--- src/rtl/assert_macros.svh ---
// assertion macros used by the rtl mapper
// needs a clock named clk and an active-low reset named arst_n in scope
`ifndef ASSERT_MACROS_SVH
`define ASSERT_MACROS_SVH

// implication checked on every rising edge outside reset
`define SBSM_ASSERT(label, prop, msg) \
	label: assert property (@(posedge clk) disable iff (!arst_n) prop) else $error(msg);

// invariant checked on every rising edge outside reset
`define SBSM_ASSERT_ALWAYS(label, expr, msg) \
	`SBSM_ASSERT(label, (1'b1) |-> (expr), msg)

`endif

--- src/rtl/sbsm_pkg.sv ---
// types and constants for the serial bank switch mapper
// no dependencies

package sbsm_pkg;

	localparam int unsigned ADDR_W      = 16;
	localparam int unsigned DATA_W      = 8;
	localparam int unsigned COUNT_W     = 6;
	localparam int unsigned PRG_BANK_W  = 6;
	localparam int unsigned CHR_BANK_W  = 5;
	localparam int unsigned SHIFT_W     = 5;
	localparam int unsigned LOAD_CNT_W  = 3;
	localparam int unsigned CFG_IDX_W   = 2;

	localparam int unsigned GATE_BIT    = 15;
	localparam int unsigned CLEAR_BIT   = 7;
	localparam int unsigned TGT_LSB     = 13;

	localparam logic [COUNT_W-1:0] PRG_COUNT_RESET = COUNT_W'(16);
	localparam logic [COUNT_W-1:0] CHR_COUNT_RESET = COUNT_W'(2);
	localparam logic [LOAD_CNT_W-1:0] LOAD_LAST    = LOAD_CNT_W'(SHIFT_W - 1);

	// control load bit positions
	localparam int unsigned CTL_MIRROR = 0;
	localparam int unsigned CTL_SWAP   = 2;
	localparam int unsigned CTL_SPLIT  = 3;
	localparam int unsigned CTL_CHR4K  = 4;

	typedef enum logic [1:0] {
		TGT_CONTROL  = 2'd0,
		TGT_CHR_LOW  = 2'd1,
		TGT_CHR_HIGH = 2'd2,
		TGT_PRG      = 2'd3
	} target_t;

	typedef enum logic [CFG_IDX_W-1:0] {
		CFG_PRG_COUNT = 2'd0,
		CFG_CHR_COUNT = 2'd1
	} cfg_index_t;

	typedef struct packed {
		logic [PRG_BANK_W-1:0] prg_low;
		logic [PRG_BANK_W-1:0] prg_high;
		logic [CHR_BANK_W-1:0] chr_low;
		logic [CHR_BANK_W-1:0] chr_high;
		logic                  mirror_h;
	} map_t;

endpackage

--- src/rtl/serial_bank_switch_mapper.sv ---
// serial bank switch mapper: input register, single-pass update, result register
// throughput: one write per cycle while the result is not stalled; the state update sits between the two registers
// reset: arst_n resets control state, maps the last program bank high, chr banks 0 and 1
// depends on sbsm_pkg and assert_macros.svh

`include "assert_macros.svh"

module serial_bank_switch_mapper (
	input  logic                           clk,
	input  logic                           arst_n,
	input  logic                           cfg_write,
	input  logic [sbsm_pkg::CFG_IDX_W-1:0] cfg_index,
	input  logic [sbsm_pkg::COUNT_W-1:0]   cfg_data,
	input  logic                           in_valid,
	output logic                           in_stall,
	input  logic [sbsm_pkg::ADDR_W-1:0]    bus_address,
	input  logic [sbsm_pkg::DATA_W-1:0]    bus_data,
	output logic                           out_valid,
	input  logic                           out_stall,
	output logic [sbsm_pkg::PRG_BANK_W-1:0] prg_low_bank,
	output logic [sbsm_pkg::PRG_BANK_W-1:0] prg_high_bank,
	output logic [sbsm_pkg::CHR_BANK_W-1:0] chr_low_bank,
	output logic [sbsm_pkg::CHR_BANK_W-1:0] chr_high_bank,
	output logic                           horiz_mirror,
	output logic                           map_updated
);
	import sbsm_pkg::*;

	// input stage
	logic                  valid_s1;
	logic [ADDR_W-1:0]     addr_s1;
	logic [DATA_W-1:0]     data_s1;

	// mapper state
	logic [COUNT_W-1:0]    prg_count_q;
	logic [COUNT_W-1:0]    chr_count_q;
	logic [SHIFT_W-1:0]    shift_q;
	logic [LOAD_CNT_W-1:0] count_q;
	logic                  prg_whole_q;
	logic                  swap_low_q;
	logic                  chr_whole_q;
	map_t                  map_q;

	// result register
	logic                  out_valid_q;
	map_t                  out_map_q;
	logic                  out_updated_q;

	// next state
	logic                  advance;
	logic                  gated;
	logic                  clear_wr;
	logic                  load_done;
	logic [SHIFT_W-1:0]    shift_in;
	logic [SHIFT_W-1:0]    shift_n;
	logic [LOAD_CNT_W-1:0] count_n;
	logic                  prg_whole_n;
	logic                  swap_low_n;
	logic                  chr_whole_n;
	map_t                  map_n;
	target_t               target;

	assign advance  = !out_valid_q || !out_stall;
	assign in_stall = valid_s1 && !advance;

	always_ff @(posedge clk or negedge arst_n) begin
		if (!arst_n) begin
			valid_s1 <= 1'b0;
		end else if (!in_stall) begin
			valid_s1 <= in_valid;
		end
	end

	always_ff @(posedge clk) begin
		if (in_valid && !in_stall) begin
			addr_s1 <= bus_address;
			data_s1 <= bus_data;
		end
	end

	assign gated     = addr_s1[GATE_BIT];
	assign clear_wr  = data_s1[CLEAR_BIT];
	assign shift_in  = {data_s1[0], shift_q[SHIFT_W-1:1]};
	assign load_done = gated && !clear_wr && (count_q == LOAD_LAST);
	assign target    = target_t'(addr_s1[TGT_LSB +: 2]);

	always_comb begin
		shift_n     = shift_q;
		count_n     = count_q;
		prg_whole_n = prg_whole_q;
		swap_low_n  = swap_low_q;
		chr_whole_n = chr_whole_q;
		map_n       = map_q;
		if (gated) begin
			if (clear_wr) begin
				shift_n     = '0;
				count_n     = '0;
				swap_low_n  = 1'b1;
				prg_whole_n = 1'b0;
			end else if (!load_done) begin
				shift_n = shift_in;
				count_n = count_q + LOAD_CNT_W'(1);
			end else begin
				shift_n = '0;
				count_n = '0;
				unique case (target)
					TGT_CONTROL: begin
						map_n.mirror_h = shift_in[CTL_MIRROR];
						prg_whole_n    = !shift_in[CTL_SPLIT];
						if (shift_in[CTL_SPLIT]) begin
							swap_low_n = shift_in[CTL_SWAP];
						end
						chr_whole_n    = !shift_in[CTL_CHR4K];
					end
					TGT_CHR_LOW: begin
						if (chr_count_q != '0) begin
							if (chr_whole_q) begin
								map_n.chr_low  = {shift_in[SHIFT_W-1:1], 1'b0};
								map_n.chr_high = {shift_in[SHIFT_W-1:1], 1'b1};
							end else begin
								map_n.chr_low  = shift_in;
							end
						end
					end
					TGT_CHR_HIGH: begin
						if (chr_count_q != '0 && !chr_whole_q) begin
							map_n.chr_high = shift_in;
						end
					end
					TGT_PRG: begin
						// 32K mode pairs an even bank with the next one
						if (prg_whole_q) begin
							map_n.prg_low  = {shift_in, 1'b0};
							map_n.prg_high = {shift_in, 1'b1};
						end else if (swap_low_q) begin
							map_n.prg_low  = {1'b0, shift_in};
						end else begin
							map_n.prg_high = {1'b0, shift_in};
						end
					end
					default: ;
				endcase
			end
		end
	end

	always_ff @(posedge clk or negedge arst_n) begin
		if (!arst_n) begin
			prg_count_q      <= PRG_COUNT_RESET;
			chr_count_q      <= CHR_COUNT_RESET;
			shift_q          <= '0;
			count_q          <= '0;
			prg_whole_q      <= 1'b0;
			swap_low_q       <= 1'b1;
			chr_whole_q      <= 1'b1;
			map_q.prg_low    <= '0;
			map_q.prg_high   <= PRG_COUNT_RESET - COUNT_W'(1);
			map_q.chr_low    <= '0;
			map_q.chr_high   <= CHR_BANK_W'(1);
			map_q.mirror_h   <= 1'b0;
		end else if (cfg_write) begin
			if (cfg_index == CFG_PRG_COUNT) begin
				prg_count_q    <= cfg_data;
				map_q.prg_high <= cfg_data - COUNT_W'(1);
			end else if (cfg_index == CFG_CHR_COUNT) begin
				chr_count_q    <= cfg_data;
			end
		end else if (valid_s1 && advance) begin
			shift_q     <= shift_n;
			count_q     <= count_n;
			prg_whole_q <= prg_whole_n;
			swap_low_q  <= swap_low_n;
			chr_whole_q <= chr_whole_n;
			map_q       <= map_n;
		end
	end

	always_ff @(posedge clk or negedge arst_n) begin
		if (!arst_n) begin
			out_valid_q <= 1'b0;
		end else if (advance) begin
			out_valid_q <= valid_s1;
		end
	end

	always_ff @(posedge clk) begin
		if (advance && valid_s1) begin
			out_map_q     <= map_n;
			out_updated_q <= load_done;
		end
	end

	assign out_valid     = out_valid_q;
	assign prg_low_bank  = out_map_q.prg_low;
	assign prg_high_bank = out_map_q.prg_high;
	assign chr_low_bank  = out_map_q.chr_low;
	assign chr_high_bank = out_map_q.chr_high;
	assign horiz_mirror  = out_map_q.mirror_h;
	assign map_updated   = out_updated_q;

	`SBSM_ASSERT_ALWAYS(a_count_range, count_q <= LOAD_LAST, "load count past last bit")
	`SBSM_ASSERT(a_load_restarts, (valid_s1 && advance && load_done && !cfg_write) |=> (count_q == '0 && shift_q == '0), "completed load did not restart")
	`SBSM_ASSERT(a_stall_cause, in_stall |-> (out_valid_q && out_stall), "input stalled without a held result")
	`SBSM_ASSERT(a_s1_holds, (valid_s1 && !advance) |=> (valid_s1 && $stable(addr_s1) && $stable(data_s1)), "input stage lost a stalled write")

endmodule
--- config.mk ---
export PLATFORM = sky130hd
export DESIGN_NAME = serial_bank_switch_mapper
export DESIGN_NICKNAME = d
export VERILOG_FILES = /design/src/rtl/sbsm_pkg.sv /design/src/rtl/serial_bank_switch_mapper.sv
export VERILOG_INCLUDE_DIRS = /design/src /design/src/rtl
export SDC_FILE = /design/constraint.sdc
export NUM_CORES = 1
export LEC_CHECK = 0
export BUFFER_PORTS_ARGS = -buffer_cell sky130_fd_sc_hd__buf_4
export CAP_MARGIN = 20
export CORE_ASPECT_RATIO = 1.25
export CORE_MARGIN = 3
export CORE_UTILIZATION = 40
export DETAILED_ROUTE_END_ITERATION = 7
export HOLD_SLACK_MARGIN = 0.06
export PLACE_DENSITY = 0.69
export SETUP_SLACK_MARGIN = 0.15
export SYNTH_ARGS = -nofsm -noshare
export SYNTH_HDL_FRONTEND = slang
export SYNTH_SLANG_ARGS = --single-unit
export TNS_END_PERCENT = 20
--- constraint.sdc ---
create_clock -name clk -period 4.8 [get_ports clk]
set_input_delay 0.24 -clock clk [delete_from_list [all_inputs] [get_ports clk]]
set_output_delay 0.24 -clock clk [all_outputs]
set_load 0.01 [all_outputs]
-- Yosys cells after proc, flatten, opt, wreduce, memory -nomap -nowiden
Cells that the tools add are included.
W data, S select, Z words.
- input bits: 37
- output and inout port bits: 26
- logic and storage cells: 89
- register bits after elaboration: 90
- equal/unequal tests: 6
- bitwise logic cells: 3
- muxes and demuxes: 28
- reductions and logical operators: 29
- $add $sub $neg: 2
- operators by type and width (cell ; count):
    $mux W23 ; 3
    $mux W5 ; 5
    $mux W12 ; 2
    $mux W6 ; 4
    $mux W17 ; 1
    $reduce_and A6 Y1 ; 2
    $mux W10 ; 1
    $pmux W5 S2 ; 1
    $mux W1 ; 9
    $logic_not A1 Y1 ; 8
    $reduce_bool A2 Y1 ; 4
    $logic_and A1 B1 Y1 ; 6
    $mux W3 ; 2
    $reduce_and A3 Y1 ; 2
    $reduce_bool A6 Y1 ; 1
    $sub A6 B1 Y6 const B ; 1
    $reduce_and A5 Y1 ; 1
    $eq A2 B1 Y1 const B ; 2
    $eq A2 B2 Y1 const B ; 2
    $logic_not A2 Y1 ; 2
    $reduce_and A2 Y1 ; 2
    $add A3 B1 Y3 const B ; 1
    $eq A3 B3 Y1 const B ; 1
    $not A1 Y1 ; 3
    other kinds (2) ; 2

-- Depth between registers and ports, before layout
- depth in word-level cells: 9
- gate-level depth with buffers: 7
- mapped depth without buffers: 6

-- Worst setup path after synthesis
OpenSTA, ideal clock, no wires.
- path type: register to register
- start: register out_valid_q (netlist: out_valid)
- end: register count_q[0]
- required time: 4.734 ns
- cell stages (with the launch flop): 5
- buffers on the path: 0
- arrival time: 2.865 ns
- clock period less this slack: 2.931 ns
- path slack: 1.869 ns
- cell sequence: dfrtp_1 a21boi_1 nand2_1 nor4b_2 mux2_2
- word-level cells in the longest chain between the ends: 4
- RTL lines (item ; line ; text):
    from (decl) ; serial_bank_switch_mapper.sv:45 ; logic out_valid_q;
    from (signal assigned) ; serial_bank_switch_mapper.sv:182 ; out_valid_q <= valid_s1;
    $logic_not A1 Y1 ; serial_bank_switch_mapper.sv:63 ; assign advance = !out_valid_q || !out_stall;
    $logic_or A1 B1 Y1 ; serial_bank_switch_mapper.sv:63 ;
    $logic_and A1 B1 Y1 ; serial_bank_switch_mapper.sv:168 ; end else if (valid_s1 && advance) begin
    $reduce_and A3 Y1 (no source line) ; n/a ;
    to (signal assigned) ; serial_bank_switch_mapper.sv:170 ; count_q <= count_n;
    to (decl) ; serial_bank_switch_mapper.sv:38 ; logic [LOAD_CNT_W-1:0] count_q;
Every way passes these cells.
A chain may end at the register's enable or synchronous reset.

-- Worst setup path in the final report
Ends and elaborated chain as after synthesis.

==> flow_summary.toml <==
[route]
drtAntennaViolNets = 0
viasPerCell = 5.84
routed_wl_um = 7430
vias = 2527
drc = 0
wl_per_cell_um = 17.2
firstDrtPassIters = 5
drtIter0Drc = 179

[placement]
numPortBuffers = 43
dpl.cell_count = 411
routabilityCongestion = 0.851
dp_hpwl_um = 5000

[global_routing]
grt_pass1_wl_um = 12300
met1_usage_pct = 22.0
gr-usage-met3_pct = 4.08
grt_max_degree = 42
grt_util_met2_pct = 26.4
busiest_layer = "met2"
grt_util_all_layers_pct = 16.8
first_global_vias = 2444
overflow = 0
antenna_found_initial = 0

[critical_path]
startpoint_type = "register"
path_max_fanout = 15
critPathKind = "reg -> reg"
worst-path-buf-inv = 0
path_delay_family = "simple AND/OR/NAND/NOR gates"
crit_required_ns = 5.08
crit_chain = "a21boi_2 > nand2_1 > nor4b_2 > mux2_2"
cpPeakStageDelay_ns = 0.66
cp-end-kind = "register"
critical-path-slowest-cell = "a21boi_2"
arrival_ns = 2.92

[clock_network]
htree_levels = 3
cts_buffers = 9
clock_sinks = 70
cts_root_buffer = "clkbuf_8"
path_clk_slew_ns = 0.07
tritoncts = "done"
clk_latency_ns = 0.34
cts_buffer_depth = 2

[synth]
synth_top_area_share_pct = 25.6
yosys_warnings = 0
synthArstFlopShare_pct = 58.6
synthFlopType = "dfrtp_1"
synth_edf_count = 29
synthTopCellsByArea = "edfxtp_1 26%, dfrtp_1 24%, dfstp_2 6.2%"
synth_cell_types = 55
netlist_instances = 289
synth_seq_cells = 70
yosys.area.top_type = "edfxtp_1"
syn_nets = 333
synth_area_sq_um = 3400
avgSynthCellArea_sq_um = 11.8
ys_seq_area_share_pct = 56.1

[sta]
timing.fmax_ghz = 0.379
worstMarginPinSlew_ns = 0.833
max_slew_margin_pct = 44.1
fin_crit_ns = 2.64
hold_viol = 0
rsz0062_at_grt = "false"
setup_violations = 0
hold_slack_ns = 0.0976
slew_viol_final = 0
setup-tns-final_ns = 0
fin_worst_skew_ns = 0.00487
period_share_pct = 55.0

[power_and_ir_drop]
leakage_nw = 1.68
p_int_mw = 1.08
p_seq_share_pct = 52.2
p_per_area_nw_per_um2 = 370
p_sw_uw = 413
ir_drop_v = 0.000241
power_frac_clock_pct = 30.5
combPwrFrac_pct = 17.3
p_sw_share_pct = 27.7

[die]
rows = 36
dieArea_sq_um = 9650
core_sq_um = 8020
start_util_pct = 42.4
die_w_um = 88.5
ios = 63
fp.dieH_um = 109

[finish]
nets = 377
fin_util_pct = 50.2
drive_gt1_share_pct = 27.5
stdcell_count = 433
diodes = 0
area_delta_synth_final_pct = 18.5

[worst_hold_path]
hold_class = "in -> reg"

[run]
drv_cap = 0

[status]
status = "complete, no violations"
## power by group through the flow
stage	sequential (mW)	combinational (mW)	clock (mW)
4_1_cts	0.778	0.261	0.463
3_3_place_gp	0.785	0.249	0
5_1_grt	0.788	0.289	0.493
2_1_floorplan	0.771	0.173	0
6_report	0.778	0.259	0.455
3_5_place_dp	0.789	0.256	0
## cell families after synthesis
| group | share of synthesized area [%] |
|---|---|
| AOI/OAI and AO/OA | 19.3 |
| xor gates and xnor gates | 1.03 |
| adders and majority gates | 2.58 |
| buffers and inverters | 3.72 |
| DFF | 56.1 |
| muxes | 5.48 |
| and+or+nand+nor | 11.8 |
## Yosys cell counts (3+ instances only)
cell,number
o22ai_1,7
a21oi_1,9
xnor2_1,3
nor2_1,8
o221ai_1,3
nand3_1,8
nand2_1,19
nand2b_1,6
a22o_1,14
a31oi_1,5
dfrtp_1,33
nor3_1,3
mux2_2,9
o211ai_1,4
and2_1,9
mux2_4,5
edfxtp_1,29
inv_1,16
dfstp_2,8
o21ai_0,19
clkbuf_1,15
a22oi_1,4
a41oi_1,4
o221a_2,4
ha_1,7
## timing repair
item / 4_1_cts / 5_1_grt
endpoints found under the setup margin: 0 / 0
hold buffers: 5 / 1
buffers inserted: 0 / 0
hold endpoints to repair: 37 / 1
gates resized for setup: 0 / 0
## state kept, by name (all words and copies together), names as in the netlist, 2 cells and up
| signal | cells |
|---|---|
| count_q | 3 |
| chr_count_q | 6 |
| chr_high_bank | 5 |
| addr_s1 | 3 |
| shift_q | 4 |
| map_q | 23 |
| prg_low_bank | 6 |
| prg_high_bank | 6 |
| chr_low_bank | 5 |
| data_s1 | 2 |
## worst paths after layout
check                                from    endpoint  slack [ns]  cells past startpoint
worst max register to register  out_valid  count_q[0]        2.16                      4
max in group asynchronous          arst_n   map_q[11]        3.99                      2
min in group asynchronous          arst_n    map_q[7]        0.43                      2
worst max-delay path            out_valid  count_q[0]        2.16                      4
worst min-delay path             in_valid    valid_s1         0.1                      2
worst min register to register   valid_s1   out_valid        0.47                      1
## per-layer routing
layer | vias to the layer above | wire [um]
met5 | - | 0
met4 | 0 | 167
met3 | 12 | 428
met2 | 94 | 3650
met1 | 1245 | 3180
li1 | 1176 | -
## through the flow
step | setup slack, ns | power (mW) | area (sq um)
6_report | 2.16 | 1.49 | 4030
3_5_place_dp | 2.17 | 1.05 | 3790
3_3_place_gp | 2.20 | 1.03 | 3790
5_1_grt | 1.92 | 1.57 | 4030
2_1_floorplan | 1.87 | 0.944 | 3400
4_1_cts | 2.11 | 1.50 | 4020
## final cells by class
class	count	area (sq um)
inverters	16	60.1
well taps	95	119
clock inverters	5	50.0
clock buffers	11	131
flip-flops and latches	70	1910
fillers	731	3990
multi-input cells	186	1370
repair buffers	50	390
## placed cells by master (no fill, tap or decap), types with 6 or more instances in the layout
master / n
a22o_1: 14
edfxtp_1: 29
nand2_1: 19
nand3_1: 8
nor2_1: 8
o21ai_0: 19
dfstp_2: 8
dlygate4sd3_1: 6
mux2_2: 9
buf_4: 44
and2_1: 9
nand2b_1: 6
clkbuf_8: 9
ha_1: 7
a21oi_1: 9
dfrtp_1: 33
o22ai_1: 7
inv_1: 16
Note: power is estimated with default switching activity, not from simulation.
